==> src/design/lcdns_pkg.sv <==
// Shared types and constants for the character LCD nibble sequencer.
// No dependencies; imported by every module of the block.
`timescale 1ns / 1ps

package lcdns_pkg;

   localparam int QUEUE_DEPTH_DEFAULT = 2;

   localparam int FUNC_W    = 3;
   localparam int CHAR_W    = 8;
   localparam int COL_W     = 6;
   localparam int ROW_W     = 3;
   localparam int NIB_W     = 4;
   localparam int BEFORE_W  = 15;
   localparam int AFTER_W   = 13;
   localparam int LEN_W     = 6;
   localparam int MODE_W    = 2;
   localparam int CSR_IDX_W = 1;
   localparam int CSR_DAT_W = 6;
   localparam int STEP_W    = 4;

   typedef enum logic [FUNC_W-1:0] {
      FUNC_INIT    = 3'd0,
      FUNC_PUTC    = 3'd1,
      FUNC_GOTO    = 3'd2,
      FUNC_SHIFT_R = 3'd3,
      FUNC_SHIFT_L = 3'd4
   } func_type;

   typedef enum logic [CSR_IDX_W-1:0] {
      CSR_LINE_LENGTH = 1'd0,
      CSR_LINES_MODE  = 1'd1
   } csr_index_type;

   localparam logic [CHAR_W-1:0] CH_FORM_FEED = 8'd12;
   localparam logic [CHAR_W-1:0] CH_NEWLINE   = 8'd10;
   localparam logic [CHAR_W-1:0] CH_BACKSPACE = 8'd8;

   localparam logic [7:0] CMD_CLEAR      = 8'h01;
   localparam logic [7:0] CMD_DISPLAY_ON = 8'h0C;
   localparam logic [7:0] CMD_ENTRY_MODE = 8'h06;
   localparam logic [7:0] CMD_CURSOR_L   = 8'h10;
   localparam logic [7:0] CMD_SHIFT_R    = 8'h1C;
   localparam logic [7:0] CMD_SHIFT_L    = 8'h18;
   localparam logic [7:0] CMD_FUNC_SET   = 8'h20;
   localparam logic [7:0] ROW1_BASE      = 8'h80;
   localparam logic [7:0] ROW2_BASE      = 8'hC0;

   localparam logic [NIB_W-1:0] NIB_WAKE   = 4'h3;
   localparam logic [NIB_W-1:0] NIB_4BIT   = 4'h2;

   localparam logic [BEFORE_W-1:0] POWER_ON_US  = 15'd25000;
   localparam logic [AFTER_W-1:0]  WAKE_GAP_US  = 13'd6000;
   localparam logic [AFTER_W-1:0]  CMD_WAIT_US  = 13'd2000;
   localparam logic [AFTER_W-1:0]  CLEAR_WAIT_US = 13'd4000;
   localparam logic [AFTER_W-1:0]  DATA_WAIT_US = 13'd200;

   localparam logic [STEP_W-1:0] INIT_LAST_STEP = 4'd11;
   localparam logic [STEP_W-1:0] BYTE_LAST_STEP = 4'd1;
   localparam logic [STEP_W-1:0] INIT_BYTE_STEP = 4'd4;

   localparam logic [LEN_W-1:0]  LINE_LENGTH_RESET = 6'd16;
   localparam logic [MODE_W-1:0] LINES_MODE_RESET  = 2'd2;

   typedef enum logic {
      ENT_INIT,
      ENT_BYTE
   } entry_kind_type;

   // One queued job: either the whole init run or a single byte
   typedef struct packed {
      entry_kind_type       kind;
      logic                 rs;
      logic [7:0]           data;
      logic [AFTER_W-1:0]   after;
   } entry_type;

   typedef struct packed {
      logic full;
      logic empty;
   } queue_status_type;

   typedef enum logic {
      BK_IDLE,
      BK_RUN
   } back_state_type;

endpackage

==> src/design/lcdns_front.sv <==
// Front end: configuration registers, command accept and classification.
// Depends on lcdns_pkg; pushes one job per known command into lcdns_queue.
`timescale 1ns / 1ps

module lcdns_front
   import lcdns_pkg::*;
(
   input  logic                  clock,
   input  logic                  reset,
   input  logic                  start,
   input  logic [FUNC_W-1:0]     req_func,
   input  logic [CHAR_W-1:0]     req_char_code,
   input  logic [COL_W-1:0]      req_column,
   input  logic [ROW_W-1:0]      req_row,
   input  logic                  csr_wr_en,
   input  logic [CSR_IDX_W-1:0]  csr_index,
   input  logic [CSR_DAT_W-1:0]  csr_wdata,
   input  queue_status_type      q_status,
   output logic                  busy,
   output logic                  push,
   output entry_type             push_entry
);

   logic [LEN_W-1:0]  line_length_ff, line_length_in;
   logic [MODE_W-1:0] lines_mode_ff, lines_mode_in;
   logic              known_func;
   logic [7:0]        row_base;
   logic [7:0]        goto_addr;

   always_comb begin
      line_length_in = line_length_ff;
      lines_mode_in  = lines_mode_ff;
      if (csr_wr_en) begin
         unique case (csr_index)
            CSR_LINE_LENGTH: line_length_in = csr_wdata[LEN_W-1:0];
            CSR_LINES_MODE:  lines_mode_in  = csr_wdata[MODE_W-1:0];
            default: ;
         endcase
      end
   end

   always_ff @(posedge clock) begin
      if (reset) begin
         line_length_ff <= LINE_LENGTH_RESET;
         lines_mode_ff  <= LINES_MODE_RESET;
      end else begin
         line_length_ff <= line_length_in;
         lines_mode_ff  <= lines_mode_in;
      end
   end

   // rows outside one to four fall back to row one
   always_comb begin
      unique case (req_row)
         3'd2:    row_base = ROW2_BASE;
         3'd3:    row_base = ROW1_BASE + {2'b00, line_length_ff};
         3'd4:    row_base = ROW2_BASE + {2'b00, line_length_ff};
         default: row_base = ROW1_BASE;
      endcase
   end

   assign goto_addr = (row_base + {2'b00, req_column} - 8'd1) | ROW1_BASE;

   always_comb begin
      known_func       = 1'b1;
      push_entry.kind  = ENT_BYTE;
      push_entry.rs    = 1'b0;
      push_entry.data  = CMD_CLEAR;
      push_entry.after = CMD_WAIT_US;
      unique case (req_func)
         FUNC_INIT: begin
            push_entry.kind = ENT_INIT;
            push_entry.data = CMD_FUNC_SET | {4'h0, lines_mode_ff, 2'b00};
         end
         FUNC_PUTC: begin
            priority if (req_char_code == CH_FORM_FEED) begin
               push_entry.after = CLEAR_WAIT_US;
            end else if (req_char_code == CH_NEWLINE) begin
               push_entry.data = ROW2_BASE;
            end else if (req_char_code == CH_BACKSPACE) begin
               push_entry.data = CMD_CURSOR_L;
            end else begin
               push_entry.rs    = 1'b1;
               push_entry.data  = req_char_code;
               push_entry.after = DATA_WAIT_US;
            end
         end
         FUNC_GOTO:    push_entry.data = goto_addr;
         FUNC_SHIFT_R: push_entry.data = CMD_SHIFT_R;
         FUNC_SHIFT_L: push_entry.data = CMD_SHIFT_L;
         default:      known_func = 1'b0;
      endcase
   end

   assign busy = q_status.full;
   // drop unknown commands: they produce no transfer
   assign push = start && !q_status.full && known_func;

endmodule

==> src/design/lcdns_queue.sv <==
// Short job queue between the front end and the nibble back end.
// Depends on lcdns_pkg for the job type.
`timescale 1ns / 1ps

module lcdns_queue
   import lcdns_pkg::*;
#(
   parameter int DEPTH = QUEUE_DEPTH_DEFAULT
) (
   input  logic             clock,
   input  logic             reset,
   input  logic             push,
   input  entry_type        push_entry,
   input  logic             pop,
   output entry_type        head,
   output queue_status_type status
);

   localparam int PTR_W = (DEPTH > 1) ? $clog2(DEPTH) : 1;
   localparam int CNT_W = $clog2(DEPTH + 1);
   localparam logic [PTR_W-1:0] LAST_PTR = PTR_W'(DEPTH - 1);
   localparam logic [CNT_W-1:0] FULL_CNT = CNT_W'(DEPTH);

   entry_type          slot_ff [DEPTH];
   logic [PTR_W-1:0]   wr_ptr_ff, wr_ptr_in;
   logic [PTR_W-1:0]   rd_ptr_ff, rd_ptr_in;
   logic [CNT_W-1:0]   count_ff, count_in;

   always_comb begin
      wr_ptr_in = wr_ptr_ff;
      rd_ptr_in = rd_ptr_ff;
      count_in  = count_ff;
      if (push) begin
         wr_ptr_in = (wr_ptr_ff == LAST_PTR) ? '0 : wr_ptr_ff + 1'b1;
      end
      if (pop) begin
         rd_ptr_in = (rd_ptr_ff == LAST_PTR) ? '0 : rd_ptr_ff + 1'b1;
      end
      if (push && !pop) begin
         count_in = count_ff + 1'b1;
      end else if (pop && !push) begin
         count_in = count_ff - 1'b1;
      end
   end

   always_ff @(posedge clock) begin
      if (reset) begin
         wr_ptr_ff <= '0;
         rd_ptr_ff <= '0;
         count_ff  <= '0;
      end else begin
         wr_ptr_ff <= wr_ptr_in;
         rd_ptr_ff <= rd_ptr_in;
         count_ff  <= count_in;
      end
   end

   always_ff @(posedge clock) begin
      if (push) begin
         slot_ff[wr_ptr_ff] <= push_entry;
      end
   end

   assign head         = slot_ff[rd_ptr_ff];
   assign status.full  = (count_ff == FULL_CNT);
   assign status.empty = (count_ff == '0);

endmodule

==> src/design/lcdns_back.sv <==
// Back end: steps through a queued job and emits one nibble per cycle.
// Depends on lcdns_pkg; takes jobs from lcdns_queue.
`timescale 1ns / 1ps

module lcdns_back
   import lcdns_pkg::*;
(
   input  logic                  clock,
   input  logic                  reset,
   input  entry_type             head,
   input  queue_status_type      q_status,
   output logic                  pop,
   output logic                  rsp_valid,
   output logic [NIB_W-1:0]      rsp_nibble,
   output logic                  rsp_reg_select,
   output logic [BEFORE_W-1:0]   rsp_wait_before_us,
   output logic [AFTER_W-1:0]    rsp_wait_after_us,
   output logic                  rsp_last
);

   back_state_type       state_ff, state_in;
   entry_type            cur_ff, cur_in;
   logic [STEP_W-1:0]    step_ff, step_in;
   logic                 emit;
   logic                 at_last;
   logic [1:0]           init_byte_idx;
   logic [7:0]           init_byte;
   logic [NIB_W-1:0]     nib;
   logic                 nib_rs;
   logic [BEFORE_W-1:0]  nib_before;
   logic [AFTER_W-1:0]   nib_after;

   logic                 valid_ff;
   logic [NIB_W-1:0]     nibble_ff;
   logic                 rs_ff;
   logic [BEFORE_W-1:0]  before_ff;
   logic [AFTER_W-1:0]   after_ff;
   logic                 last_ff;

   assign at_last = (cur_ff.kind == ENT_INIT) ? (step_ff == INIT_LAST_STEP)
                                              : (step_ff == BYTE_LAST_STEP);

   always_comb begin
      state_in = state_ff;
      unique case (state_ff)
         BK_IDLE: if (!q_status.empty) state_in = BK_RUN;
         BK_RUN:  if (at_last && q_status.empty) state_in = BK_IDLE;
         default: state_in = BK_IDLE;
      endcase
   end

   // fetch the next job on the final nibble so runs follow without a gap
   always_comb begin
      emit = 1'b0;
      pop  = 1'b0;
      unique case (state_ff)
         BK_IDLE: pop = !q_status.empty;
         BK_RUN: begin
            emit = 1'b1;
            pop  = at_last && !q_status.empty;
         end
         default: ;
      endcase
   end

   always_comb begin
      cur_in  = pop ? head : cur_ff;
      step_in = pop ? '0 : (emit ? step_ff + 1'b1 : step_ff);
   end

   assign init_byte_idx = 2'((step_ff - INIT_BYTE_STEP) >> 1);

   always_comb begin
      unique case (init_byte_idx)
         2'd0:    init_byte = cur_ff.data;
         2'd1:    init_byte = CMD_DISPLAY_ON;
         2'd2:    init_byte = CMD_CLEAR;
         default: init_byte = CMD_ENTRY_MODE;
      endcase
   end

   always_comb begin
      nib_before = '0;
      nib_after  = '0;
      nib_rs     = 1'b0;
      if (cur_ff.kind == ENT_INIT) begin
         if (step_ff < INIT_BYTE_STEP) begin
            nib = (step_ff == 4'd3) ? NIB_4BIT : NIB_WAKE;
            if (step_ff == 4'd0) nib_before = POWER_ON_US;
            if (step_ff < 4'd3)  nib_after  = WAKE_GAP_US;
         end else begin
            // even steps carry the high nibble
            nib = step_ff[0] ? init_byte[3:0] : init_byte[7:4];
            if (step_ff[0]) nib_after = CMD_WAIT_US;
         end
      end else begin
         nib    = step_ff[0] ? cur_ff.data[3:0] : cur_ff.data[7:4];
         nib_rs = cur_ff.rs;
         if (step_ff[0]) nib_after = cur_ff.after;
      end
   end

   always_ff @(posedge clock) begin
      if (reset) begin
         state_ff <= BK_IDLE;
         step_ff  <= '0;
         valid_ff <= 1'b0;
      end else begin
         state_ff <= state_in;
         step_ff  <= step_in;
         valid_ff <= emit;
      end
   end

   always_ff @(posedge clock) begin
      cur_ff    <= cur_in;
      nibble_ff <= nib;
      rs_ff     <= nib_rs;
      before_ff <= nib_before;
      after_ff  <= nib_after;
      last_ff   <= at_last;
   end

   assign rsp_valid          = valid_ff;
   assign rsp_nibble         = nibble_ff;
   assign rsp_reg_select     = rs_ff;
   assign rsp_wait_before_us = before_ff;
   assign rsp_wait_after_us  = after_ff;
   assign rsp_last           = last_ff;

endmodule

==> src/design/char_lcd_nibble_sequencer.sv <==
// Top level of the character LCD nibble sequencer.
// Depends on lcdns_pkg, lcdns_front, lcdns_queue and lcdns_back.
//
// Usage:
//   Commands enter on req_* and are taken at a clock edge with start high
//   and busy low. busy is high while the job queue is full. Unknown
//   commands are taken and dropped without any transfer.
//   Each command becomes a run of nibble transfers on rsp_*, one cycle
//   each, marked by rsp_valid; rsp_last flags the final nibble of a run.
//   Init gives 12 nibbles, every other command gives 2.
//   A command taken into an empty block passes the queue, the back end's
//   job register and its output register before its first nibble appears.
//   The back end emits one nibble per cycle and moves straight on to the
//   next queued job, stepped through each run by its nibble step counter.
//   The csr_* port writes line_length (index 0) and display_lines_mode
//   (index 1); write only while the block is idle.
//   Reset (synchronous) empties the queue, stops any run and restores
//   line_length to 16 and display_lines_mode to 2.
//   The receiver cannot stall: every nibble is shown for one cycle only.
`timescale 1ns / 1ps

module char_lcd_nibble_sequencer
   import lcdns_pkg::*;
#(
   parameter int QUEUE_DEPTH = QUEUE_DEPTH_DEFAULT
) (
   input  logic                  clock,
   input  logic                  reset,
   input  logic                  start,
   output logic                  busy,
   input  logic [FUNC_W-1:0]     req_func,
   input  logic [CHAR_W-1:0]     req_char_code,
   input  logic [COL_W-1:0]      req_column,
   input  logic [ROW_W-1:0]      req_row,
   output logic                  rsp_valid,
   output logic [NIB_W-1:0]      rsp_nibble,
   output logic                  rsp_reg_select,
   output logic [BEFORE_W-1:0]   rsp_wait_before_us,
   output logic [AFTER_W-1:0]    rsp_wait_after_us,
   output logic                  rsp_last,
   input  logic                  csr_wr_en,
   input  logic [CSR_IDX_W-1:0]  csr_index,
   input  logic [CSR_DAT_W-1:0]  csr_wdata
);

   queue_status_type q_status;
   entry_type        push_entry;
   entry_type        head;
   logic             push;
   logic             pop;

   lcdns_front u_front (
      .clock         (clock),
      .reset         (reset),
      .start         (start),
      .req_func      (req_func),
      .req_char_code (req_char_code),
      .req_column    (req_column),
      .req_row       (req_row),
      .csr_wr_en     (csr_wr_en),
      .csr_index     (csr_index),
      .csr_wdata     (csr_wdata),
      .q_status      (q_status),
      .busy          (busy),
      .push          (push),
      .push_entry    (push_entry)
   );

   lcdns_queue #(
      .DEPTH (QUEUE_DEPTH)
   ) u_queue (
      .clock      (clock),
      .reset      (reset),
      .push       (push),
      .push_entry (push_entry),
      .pop        (pop),
      .head       (head),
      .status     (q_status)
   );

   lcdns_back u_back (
      .clock              (clock),
      .reset              (reset),
      .head               (head),
      .q_status           (q_status),
      .pop                (pop),
      .rsp_valid          (rsp_valid),
      .rsp_nibble         (rsp_nibble),
      .rsp_reg_select     (rsp_reg_select),
      .rsp_wait_before_us (rsp_wait_before_us),
      .rsp_wait_after_us  (rsp_wait_after_us),
      .rsp_last           (rsp_last)
   );

endmodule
==> config.mk <==
export PLATFORM = sky130hd
export DESIGN_NAME = char_lcd_nibble_sequencer
export DESIGN_NICKNAME = d
export VERILOG_FILES = /design/src/design/lcdns_pkg.sv /design/src/design/lcdns_front.sv /design/src/design/lcdns_queue.sv /design/src/design/lcdns_back.sv /design/src/design/char_lcd_nibble_sequencer.sv
export SDC_FILE = /design/constraint.sdc
export NUM_CORES = 1
export LEC_CHECK = 0
export BUFFER_PORTS_ARGS = -buffer_cell sky130_fd_sc_hd__buf_2
export CAP_MARGIN = 40
export CORE_UTILIZATION = 35
export CTS_CLUSTER_DIAMETER = 30
export DETAILED_ROUTE_END_ITERATION = 8
export PLACE_DENSITY = 0.63
export RECOVER_POWER = 25
export SETUP_SLACK_MARGIN = 0.05
export SKIP_LAST_GASP = 1
export SLEW_MARGIN = 5
export SYNTH_ARGS = -nofsm -noshare
export SYNTH_HDL_FRONTEND = slang
export SYNTH_SLANG_ARGS = --single-unit
==> constraint.sdc <==
create_clock -name clock -period 6.95 [get_ports clock]
set_input_delay 1.39 -clock clock [delete_from_list [all_inputs] [get_ports clock]]
set_output_delay 1.39 -clock clock [all_outputs]
set_load 0.01 [all_outputs]
Word-level counts from Yosys, hierarchy flattened

Memories as Yosys holds them, arrays and structs flattened. A register that Yosys moved wholly into a read port is not among the register bits.
Cells that the tools add are included.
W data, S select, Z words.

Memories kept: 1
Output and inout bits: 36
Memory bits (writable): 46
Flip-flop bits (word level): 52
Logic and storage cells: 103
Bits of input ports: 31

Memory list:

| memory          | words | width | rd ports | clocked after Yosys merged registers in | wr ports | RTL line          | source |
|---|---|---|---|---|---|---|---|
| u_queue.slot_ff | 2     | 23    | 1        | 1                                       | 1        | lcdns_queue.sv:24 | `entry_type slot_ff [DEPTH];` |

Reductions and logical operators: 20
Muxes and demuxes: 38
$lt $le $gt $ge: 2
$add $sub $neg: 10
Equal/unequal tests: 16
Bitwise gates (word level): 3

Operators by type and width:

| kind                  | number |
|---|---|
| $mux W13              | 6 |
| $pmux W8 S5           | 1 |
| $mux W11              | 3 |
| $eq A8 B4 Y1 const B  | 3 |
| $pmux W8 S3           | 1 |
| $pmux W7 S3           | 1 |
| $mux W4               | 4 |
| $mux W8               | 2 |
| $mux W15              | 1 |
| $mux W1               | 14 |
| $eq A3 B2 Y1 const B  | 4 |
| $mux W9               | 1 |
| $add A1 B6 Y7 const A | 1 |
| $add A7 B6 Y7         | 1 |
| $add A7 B7 Y7 const A | 1 |
| $sub A7 B1 Y7 const B | 1 |
| $eq A3 B3 Y1 const B  | 2 |
| $logic_and A1 B1 Y1   | 6 |
| $reduce_or A5 Y1      | 1 |
| $add A4 B1 Y4 const B | 1 |
| $eq A2 B2 Y1 const B  | 2 |
| $eq A4 B1 Y1 const B  | 1 |
| $eq A4 B2 Y1 const B  | 1 |
| $eq A4 B4 Y1 const B  | 1 |
| 18 further kinds      | 29 |

Longest topological paths before layout

Gate-level depths: netlist of run 1.

Depth in word-level cells: 8
Gate-level depth with buffers: 13
Depth with buffers taken out: 13

By module

From an unflattened synthesis of run 1, not the netlist that was laid out.

Cell total of the unflattened synthesis: 396
Area total of the unflattened synthesis: 4888.4 um^2

Modules (own cells, without submodules):

| module      | cells each | times used | seq. area each (um^2) | area an instance (um^2) |
|---|---|---|---|---|
| lcdns_back  | 157        | 1          | 1211.2                | 1956.9 |
| lcdns_queue | 93         | 1          | 1481.4                | 1863.0 |
| lcdns_front | 146        | 1          | 160.2                 | 1068.5 |

Worst setup path after synthesis of run 1

No wires, ideal clock.

Kind: in2reg
From: input port req_row[0]
To: memory u_queue.slot_ff[0][18] in the netlist's numbering (data pin)
Buffers on the path: 0
Arrival: 3298 ps
Required time: 6670 ps
Slack: 3372 ps
Stages: 12
Library setup time: 280 ps
Cell sequence: nand2_1 o21ai_0 nand2_1 ha_1 inv_1 ha_1 fa_1 nand2_1 nand2_1 a21oi_1 xor2_1 a211oi_1

RTL lines:

| item            | RTL line                        | source |
|---|---|---|
| start, declared | char_lcd_nibble_sequencer.sv:34 | `input logic [ROW_W-1:0] req_row,` |
| end, declared   | lcdns_queue.sv:24               |  |

==> results.md, run 1 <==
- Detail Route Antenna Nets: 0
- I/O Pins: 67
- Wire length per cell: between 10 and 15 µm
- Mapped Cells: approximately 330
- Die Wd: about 100 µm
- Clock sinks: 75
- Initial antenna violation count: 0
- Num rows: 36
- Final Cycle Share: 0.518
- CTS Hold Bufs: 0
- Vias in the first global route: around 2,300
- Largest cells by area after synthesis: edfxtp_1 35%, dfxtp_1 18%, ha_1 5.9%
- Starting density of the core: 0.364
- Net Sw Power: about 420 µW
- Startpoint Class: primary input
- Cell taking the most area after synthesis: edfxtp_1
- Slew HR: 0.426
- Max-slew violations: 0
- Worst path slowest cell: o21ai_0
- Met1 WL: between 2000 and 3000 µm
- Data required, critical path: between 7 and 8 ns
- First-pass GRT wire length: approximately 11,000 µm
- Min-Delay Path Class: flip-flop to flip-flop
- Primary FF master, synth: edfxtp_1
- Detailed Route WL: between 6000 and 7000 µm
- Worst VDD drop: around 0.11 mV
- Tightest Pin Transition: roughly 0.86 ns
- CP Capture Type: flip-flop
- Clock power frac: 0.243
- Net Sw Frac: 0.326
- LEAKAGE: 0.00168 µW
- Fill count: ~950
- Setup bufs post-CTS: 0
- Core ar.: slightly below 10,000 µm²
- # diodes: 0
- Setup tns final: 0 ns
- CTS H-tree lvls: 3
- Layout area overhead: 13.3%
- Worst slack, placed: 3.00 ns
- Setup slack after layout: 3.35 ns
- Crit-path max FO: 6
- Nets@finish: between 400 and 500
- Layout Cell Area excl Fill: 4070 µm²
- Pint: 873 µW
- TritonCTS clock tree: built
- Gate power share: 0.257
- DR top layer: met4
- Seq/Total Area, Yosys: 0.535
- Instance area after placement: 3880 µm²
- Clock root cell: clkbuf_8
- CP max stage delay: 0.45 ns
- Area share of the largest cell type after synthesis: 0.351
- Final setup fails: 0
- Clock Path Buffers: 2
- Worst path cell trace: buf_2 -> nand2_1 -> o21ai_0 -> nand2_1 -> ha_1 -> inv_1 -> ha_1 -> fa_1 -> nand2_1 -> nand2_1 -> a21oi_1 -> xor2_1 -> a211oi_1
- Total overflow reported by the global router: 0
- Final-report hold violation count: 0
- Layout cells sized above 1: 0.231
- Power density over the cells: about 320 nW/µm²
- CTS resizes: 0
- Flops & latches, synth: 75
- TritonRoute pass-1 iters: 4
- Fin util: 0.412
- Vias post-DR: approximately 2,400
- Seq pwr share: 0.500
- CTS buffer count: 9
- Worst Skew: between 0.01 and 0.015 ns
- Crit Path Class: primary input to flip-flop
- Fmax: between 0.2 and 0.3 GHz
- Port-buffer cells: 54
- Syn avg cell area: 10.8 µm²
- Die Area: between 10,000 and 15,000 µm²
- Max-cap violation count: 0
- WL met2: 2920 µm
- Ys async rst share: 0
- RSZ-0062 raised after global routing: false
- Clk slew on worst S/H paths: 0.09 ns
- Crit path DAT: approximately 3.8 ns
- DRC viols: 0
- Final min period: approximately 3.6 ns
- GRT Total Usage: 0.132
- Most frequent CP cell: nand2_1
- Drt initial violations: 94
- Final HPWL DP: 4640 µm
- Largest net degree at the start of global routing: 19
- Worst-skew pair later-pin latency: between 0.3 and 0.4 ns
- GPL Wtd Cong: between 0.8 and 0.9
- Yosys warns: 0
- Die height: 103 µm
- EDFF count, synth: 42
- Met3 Wirelength: roughly 280 µm
- Via-to-Cell Ratio: between 4 and 5
- Yosys cell types: between 40 and 50
- Syn Std Cell Area: around 3600 µm²
- Status: completed
worst max-delay path, delay by kind of cell:
family | cells | cell delay (ns)
compound gates | 3 | 0.91
xor+xnor | 1 | 0.09
fa+ha+maj | 3 | 0.91
buf+inv | 2 | 0.15
simple gates | 4 | 0.30
state kept, by name, indices dropped and copies added, names as in the netlist:
signal	count
u_back.rsp_reg_select	1
u_queue.wr_ptr_ff	1
u_queue.slot_ff	28
u_front.lines_mode_ff	2
u_queue.count_ff	2
u_queue.rd_ptr_ff	1
u_back.rsp_last	1
u_back.step_ff	4
u_back.rsp_nibble	4
u_back.rsp_wait_after_us	8
u_back.cur_ff	14
u_back.rsp_valid	1
u_front.line_length_ff	6
u_back.state_ff	1
u_back.rsp_wait_before_us	1
worst paths after layout:
| path | depth (start not counted) | from | slack [ns] | end |
|---|---|---|---|---|
| setup reg to reg | 8 | u_back.cur_ff[22] | 4.09 | u_queue.count_ff[1] |
| hold / removal | 1 | u_back.cur_ff[21] | 0.48 | u_back.rsp_reg_select |
| setup / recovery | 13 | req_row[1] | 3.35 | u_queue.slot_ff[0][18] |
| hold reg to reg | 1 | u_back.cur_ff[21] | 0.48 | u_back.rsp_reg_select |
kinds of logic after synthesis:
| kind of cell | after synthesis | share of synthesized area |
|---|---|---|
| muxes | 21 | 0.0634 |
| buffers and inverters | 61 | 0.0878 |
| AOI/OAI and AO/OA | 53 | 0.0909 |
| adders and majority gates | 18 | 0.0648 |
| xor gates and xnor gates | 13 | 0.0317 |
| other | 1 | 0.00104 |
| and+or+nand+nor | 91 | 0.125 |
| DFF | 75 | 0.535 |
cells in the final DEF (no fill, tap or decap), types with 3 or more instances in the layout:
master    instances
nand2_1          22
nor2b_1           5
o21ai_0          19
inv_1            30
mux2_2           11
ha_1             17
and2_1            3
inv_6             4
clkbuf_8          9
edfxtp_1         42
a21oi_1          16
dfxtp_1          33
conb_1           12
xor2_1            6
and3_1            4
xnor2_1           7
mux2i_1           7
a31oi_1           3
buf_2            52
nand3_1           7
mux2_1            3
nor2_1           33
layer usage:
layer | global-route usage | vias to the layer above
met5 | 0 | -
met4 | 0.0553 | 0
met3 | 0.0444 | 10
met2 | 0.232 | 73
met1 | 0.148 | 1084
li1 | - | 1203
layout make-up:
class                           instances  area [µm²]  share of cell area
Sequential cell                        75        1920               0.472
Multi-Input combinational cell        208        1390               0.342
Timing Repair Buffer                   56         283              0.0695
Tap cell                              133         166              0.0409
Clock buffer                            9         124              0.0305
Inverter                               31         116              0.0286
Clock inverter                          7        66.3              0.0163
metrics by stage:
step | instances | hold WS (ns) | total power (µW)
2_1_floorplan | 344 | 0.436 | 913
3_3_place_gp | 503 | 0.457 | 987
3_5_place_dp | 503 | 0.472 | 997
4_1_cts | 519 | 0.488 | 1320
5_1_grt | 519 | 0.510 | 1390
6_report | 519 | 0.484 | 1290
power groups by stage:
stage / combinational, µW / clock, µW / sequential [µW]
finish: 333 / 315 / 647
global route: 382 / 347 / 664
CTS: 340 / 329 / 650
detailed placement: 337 / 0 / 660
global placement: 331 / 0 / 656
floorplan: 273 / 0 / 640
Yosys cell counts, types with 3 or more instances:
library cell	n
nor2b_1	5
edfxtp_1	42
and3_1	4
inv_1	30
nand3_1	7
dfxtp_1	33
xor2_1	6
a31oi_1	3
mux2_2	14
o21ai_0	19
and2_1	3
nor2_1	33
buf_4	20
clkbuf_1	5
a21oi_1	16
buf_2	3
xnor2_1	7
mux2i_1	7
nand2_1	22
ha_1	17
No activity file was read; power rests on OpenSTA's default activity.
==> run 2, diff against run 1 <==
PLACE_DENSITY = 0.65   (was 0.63)
clock period = 3.1 ns   (was 6.95 ns; I/O delays follow)
==> run 2 against run 1 <==
Clock-buffer cell count unchanged; register-to-register slack worse by 3.2 ns; largest power group unchanged; largest cell class unchanged; highest routed layer unchanged; design area down 0.65%; clock skew up 0.0023 ns; utilization down 0.27 points.
==> results.md, run 2 (synthesized netlist as in run 1, its figures left out) <==
- Crit path DAT: 2.82 ns (-0.93 ns)
- Worst path cell trace: buf_2 -> nor2_1 -> nand2_1 -> o21ai_1 -> nand2_1 -> ha_1 -> inv_1 -> ha_1 -> fa_1 -> nand2_1 -> nand2_1 -> a21oi_1 -> xor2_1 -> a211oi_1
- RSZ-0062 raised after global routing: false
- CTS Hold Bufs: 0 (unchanged)
- Max-slew violations: 0 (unchanged)
- Reg2reg setup slack: 0.86 ns (-3.23 ns)
- Startpoint Class: primary input
- Seq pwr share: 0.503 (+0.003)
- Wire length per cell: 11.9 µm (-0.16%)
- Most frequent CP cell: nand2_1
- Fmax: about 0.37 GHz
- Die height: 103 µm (unchanged)
- Detail Route Antenna Nets: 0 (unchanged)
- Hold WS: 0.468 ns (-0.0169 ns)
- Crit-path max FO: 6 (unchanged)
- Num rows: 36 (unchanged)
- Max FFs per register: 28 (unchanged)
- Worst path slowest cell: fa_1
- Clock root cell: clkbuf_8
- Detailed Route WL: 6170 µm (about the same)
- Vias in the first global route: 2,317 (-1.3%)
- Nets@finish: 431 (+0.23%)
- Slew HR: 0.550 (+0.123)
- Core ar.: 9860 µm² (unchanged)
- Vias post-DR: 2,408 (+1.6%)
- I/O Pins: 67 (unchanged)
- Clock sinks: 75 (unchanged)
- Pint: 1950 µW (+120%)
- Layout Cell Area excl Fill: 4040 µm² (-0.65%)
- Total overflow reported by the global router: 0 (unchanged)
- Gate power share: 0.258 (about the same)
- Via-to-Cell Ratio: 4.63 (+1.4%)
- Initial antenna violation count: 0 (unchanged)
- CTS H-tree lvls: 3 (unchanged)
- Final Cycle Share: 0.863
- CTS buffer count: 9 (unchanged)
- Drt initial violations: 108 (+15%)
- Clock power frac: 0.239 (-0.004)
- Net Sw Power: 934 µW (+120%)
- DRC viols: 0 (unchanged)
- Largest net degree at the start of global routing: 19 (unchanged)
- CP Capture Type: flip-flop
- Net Sw Frac: 0.324 (-0.00154)
- Final Power: 2880 µW (+120%)
- FF-to-FF path depth: 10 (+2)
- Worst slack, placed: -0.0907 ns (-3.09 ns)
- Worst r2r dst: u_queue.slot_ff[1][18]
- # diodes: 0 (unchanged)
- Power density over the cells: 713 nW/µm² (+120%)
- TritonCTS clock tree: built
- Layout cells sized above 1: 0.202 (-0.0290)
- First-pass GRT wire length: 10,700 µm (+1.2%)
- Hold Startpoint: csr_wdata[4]
- Final-report hold violation count: 0 (unchanged)
- Port-buffer cells: 54 (unchanged)
- Commonest non-fill, non-tap cells in the layout: 42 x edfxtp_1, 38 x buf_2, 33 x nor2_1, 33 x dfxtp_1, 30 x inv_1
- GPL Wtd Cong: 0.831 (-0.68%)
- Die Wd: 103 µm (unchanged)
- Setup slack after layout: 0.425 ns (-2.92 ns)
- CP max stage delay: 0.41 ns (-0.04 ns)
- Data required, critical path: 3.24 ns (-3.86 ns)
- Status: completed
- Final setup fails: 0 (unchanged)
- Layout area overhead: 12.5%
- Top reg by flops: u_queue.slot_ff
- Instance area after placement: 3890 µm² (+0.19%)
- Worst Skew: 0.0132 ns (+0.00232 ns)
- Min-Delay Path Class: primary input to flip-flop
- Starting density of the core: 0.364 (unchanged)
- Clock Path Buffers: 2 (unchanged)
- LEAKAGE: 0.00163 µW (-2.8%)
- Crit Path Class: primary input to flip-flop
- Worst VDD drop: 0.296 mV (+170%)
- Fin util: 0.410 (-0.00266)
- Worst hold path depth: 2 (+1)
- GRT Total Usage: 0.134 (+0.00120)
- Final min period: 2.68 ns
- R2R Path Start: u_front.line_length_ff[1]
- Tightest Pin Transition: 0.675 ns (-0.186 ns)
- Max-cap violation count: 0 (unchanged)
- Hold path endpoint: u_front.line_length_ff[4]
- Commonest non-fill, non-tap cell in the layout: edfxtp_1
- Clk slew on worst S/H paths: 0.09 ns (about the same)
- Final HPWL DP: 4660 µm (+0.49%)
- TritonRoute pass-1 iters: 4 (unchanged)
- Worst-skew pair later-pin latency: 0.34 ns (about the same)
- Die Area: 10,700 µm² (unchanged)
[run 2: cell type report]
cell class / count / area [µm²]
Fill cell: 1005 / 5820
Tap cell: 133 / 166
Multi-Input combinational cell: 208 / 1390
Clock inverter: 7 / 55.1
Inverter: 31 / 116
Clock buffer: 9 / 124
Sequential cell: 75 / 1920
Timing Repair Buffer: 57 / 273
[run 2: timing repair]
item / CTS / global route
resized for setup: 0 / 1
hold endpoints to repair: 0 / 0
endpoints found under the setup margin: 0 / 4
buffers inserted: 0 / 0
[run 2: metrics by stage]
step                      setup TNS [ns]  std cells
final                                  0        520
after global routing                   0        520
after CTS                              0        520
after detailed placement          -0.226        504
after global placement                 0        504
after floorplan                        0        344
[run 2: critical path: cells and delay by family]
| kind | cells | cell delay (ns) |
|---|---|---|
| xor+xnor | 1 | 0.09 |
| compound gates | 3 | 0.66 |
| simple gates | 5 | 0.37 |
| fa+ha+maj | 3 | 0.90 |
| buf+inv | 2 | 0.16 |
[run 2: how the worst max path moves through the flow]
stage,startpoint,to,slack [ns],cells past startpoint
4_1_cts,req_row[1],u_queue.slot_ff[1][18],0.28,13
5_1_grt,req_row[1],u_queue.slot_ff[1][18],0.13,14
2_1_floorplan,req_row[0],u_queue.slot_ff[0][18],0.29,12
3_3_place_gp,req_row[1],u_queue.slot_ff[0][18],0.03,13
3_5_place_dp,req_row[0],u_queue.slot_ff[1][18],-0.09,13
6_report,req_row[1],u_queue.slot_ff[1][18],0.42,14
[run 2: power by group through the flow]
stage | Clock, µW | Combinational (µW) | Sequential, µW
2_1_floorplan | 0 | 613 | 1430
3_3_place_gp | 0 | 750 | 1470
4_1_cts | 715 | 772 | 1450
6_report | 687 | 744 | 1450
3_5_place_dp | 0 | 766 | 1480
5_1_grt | 750 | 851 | 1480
[run 2: layer usage]
| metal | track usage | part of all wire | vias up |
|---|---|---|---|
| li1 | - | - | 1210 |
| met1 | 0.160 | 0.45 | 1089 |
| met2 | 0.221 | 0.47 | 94 |
| met3 | 0.0403 | 0.059 | 15 |
| met4 | 0.0628 | 0.026 | 0 |
| met5 | 0 | 0 | - |
==> run 3, diff against run 2 <==
BUFFER_PORTS_ARGS = -buffer_cell sky130_fd_sc_hd__clkbuf_2   (was -buffer_cell sky130_fd_sc_hd__buf_2)
==> run 3 against run 2 <==
Cell count is the same; first-iteration DRC count grew 9.3%; global-route usage fell by 0.54 points; largest cell class unchanged; clock skew shrank 0.0010 ns; highest routed layer unchanged; non-clock buffer count unchanged; clock-buffer cell count unchanged; clock power fell by 0.7%.
==> results.md, run 3 (synthesized netlist as in run 1, its figures left out) <==
- Data required, critical path: 3.25 ns (about the same)
- DRC viols: 0 (unchanged)
- Worst r2r dst: u_queue.slot_ff[1][18]
- Nets@finish: 431 (unchanged)
- RSZ-0062 raised after global routing: false
- Fmax: 0.370 GHz (-1.2%)
- Placed cells: 504 (unchanged)
- Tightest Pin Transition: 0.700 ns (+0.0252 ns)
- Worst hold path depth: 2 (unchanged)
- Layout area overhead: 12.6% (about the same)
- Clock power frac: 0.237 (-0.002)
- Max-slew violations: 0 (unchanged)
- Top reg by flops: u_queue.slot_ff
- # diodes: 0 (unchanged)
- Die height: 103 µm (unchanged)
- Status: completed
- Seq pwr share: 0.505 (+0.002)
- I/O Pins: 67 (unchanged)
- CTS buffer count: 9 (unchanged)
- Largest net degree at the start of global routing: 19 (unchanged)
- Vias in the first global route: 2,268 (-2.1%)
- Hold Startpoint: csr_wdata[4]
- Hold path endpoint: u_front.line_length_ff[4]
- Max-cap violation count: 0 (unchanged)
- Worst-skew pair later-pin latency: 0.35 ns (about the same)
- Setup bufs post-CTS: 0 (unchanged)
- Worst VDD drop: 0.254 mV (-14%)
- Via-to-Cell Ratio: 4.58 (-1.1%)
- Detail Route Antenna Nets: 0 (unchanged)
- Clock root cell: clkbuf_8
- Crit Path Class: primary input to flip-flop
- Commonest non-fill, non-tap cells in the layout: 42 x edfxtp_1, 37 x clkbuf_2, 33 x nor2_1, 33 x dfxtp_1, 30 x inv_1
- Max FFs per register: 28 (unchanged)
- Initial antenna violation count: 0 (unchanged)
- GRT Total Usage: 0.128 (-0.00539)
- Crit-path max FO: 6 (unchanged)
- Power density over the cells: 712 nW/µm² (-0.18%)
- R2R Path Start: u_front.line_length_ff[1]
- Crit path DAT: 2.85 ns (+0.03 ns)
- Layout cells sized above 1: 0.199 (-0.00258)
- Die Wd: 103 µm (unchanged)
- Final Cycle Share: 0.873 (+0.0101)
- LEAKAGE: 0.00163 µW (+0.14%)
- Final setup fails: 0 (unchanged)
- Commonest non-fill, non-tap cell in the layout: edfxtp_1
- Min-Delay Path Class: primary input to flip-flop
- Starting density of the core: 0.364 (unchanged)
- Reg2reg setup slack: 0.84 ns (-0.02 ns)
- Layout Cell Area excl Fill: 4040 µm² (about the same)
- Port-buffer cells: 54 (unchanged)
- GPL Wtd Cong: 0.816 (-1.7%)
- Net Sw Frac: 0.324 (about the same)
- Pint: 1940 µW (-0.14%)
- Instance area after placement: 3890 µm² (unchanged)
- Startpoint Class: primary input
- CP Capture Type: flip-flop
- Num rows: 36 (unchanged)
- Worst Skew: 0.0122 ns (-0.00102 ns)
- Final-report hold violation count: 0 (unchanged)
- TritonCTS clock tree: built
- Wire length per cell: 11.8 µm (-0.73%)
- FF-to-FF path depth: 10 (unchanged)
- Clock Path Buffers: 2 (unchanged)
- Net Sw Power: 933 µW (-0.15%)
- Vias post-DR: 2,382 (-1.1%)
- Final HPWL DP: 4580 µm (-1.7%)
- Die Area: 10,700 µm² (unchanged)
- Total overflow reported by the global router: 0 (unchanged)
- Core ar.: 9860 µm² (unchanged)
- Drt initial violations: 118 (+9.3%)
- Clock sinks: 75 (unchanged)
- TritonRoute pass-1 iters: 4 (unchanged)
- Fin cells: 520 (unchanged)
- Detailed Route WL: 6120 µm (-0.73%)
- Slew HR: 0.533 (-0.0168)
- First-pass GRT wire length: 10,300 µm (-3.8%)
- Final min period: 2.71 ns (+0.0313 ns)
- CTS H-tree lvls: 3 (unchanged)
- Gate power share: 0.258 (about the same)
- Clk slew on worst S/H paths: 0.09 ns (about the same)
## run 3: changes by cell type in the layout (fill, tap and decap cells not counted), sizes merged
| cell | previous run | this run |
|---|---|---|
| clkinv | 2 | 4 |
| buf | 41 | 3 |
| inv | 36 | 34 |
| clkbuf | 25 | 63 |
## run 3: final cells by class
cell class	count	area [µm²]
Tap cell	133	166
Clock inverter	7	57.6
Multi-Input combinational cell	208	1390
Sequential cell	75	1920
Inverter	31	116
Clock buffer	9	124
Timing Repair Buffer	57	272
Fill cell	995	5820
## run 3: metrics by stage
stage                     setup TNS, ns   util  power [µW]  hold WS (ns)  setup slack (ns)
final                                 0  0.410        2880         0.470             0.394
after global routing                  0  0.410        3090         0.462             0.147
after CTS                             0  0.413        2930         0.459             0.222
after detailed placement         -0.349  0.395        2250         0.464            -0.127
after global placement                0  0.395        2220         0.459            0.0212
after floorplan                       0      -        2050         0.436             0.292
## run 3: worst max path at each step
stage               start                endpoint  cells after the start
2_1_floorplan  req_row[0]  u_queue.slot_ff[0][18]                     12
4_1_cts        req_row[1]  u_queue.slot_ff[1][18]                     13
6_report       req_row[1]  u_queue.slot_ff[1][18]                     13
3_3_place_gp   req_row[1]  u_queue.slot_ff[0][18]                     13
5_1_grt        req_row[1]  u_queue.slot_ff[1][18]                     14
3_5_place_dp   req_row[1]  u_queue.slot_ff[1][18]                     13
## run 3: worst max-delay path, stage by stage
cell and delay (ns):
clkbuf_2 0.11, nand2_1 0.05, o21ai_1 0.31, nand2_1 0.11, ha_1 0.29, inv_1 0.04
ha_1 0.21, fa_1 0.41, nand2_1 0.08, nand2_1 0.05, a21oi_1 0.19, xor2_1 0.09
a211oi_1 0.29
## run 3: timing repair
item                       CTS  global route
setup endpoints to repair    0             2
gates resized for setup      0             1
hold buffers                 0             0
## run 3: per-layer routing
layer / GRT usage / routed length, µm
met5: 0 / 0
met4: 0.0585 / 167
met3: 0.0423 / 376
met2: 0.210 / 2790
met1: 0.153 / 2790
## run 3: power groups by stage
stage	logic [µW]	clock network [µW]	registers [µW]
finish	742	682	1450
global route	854	748	1490
CTS	769	705	1460
detailed placement	763	0	1480
global placement	748	0	1470
floorplan	613	0	1430
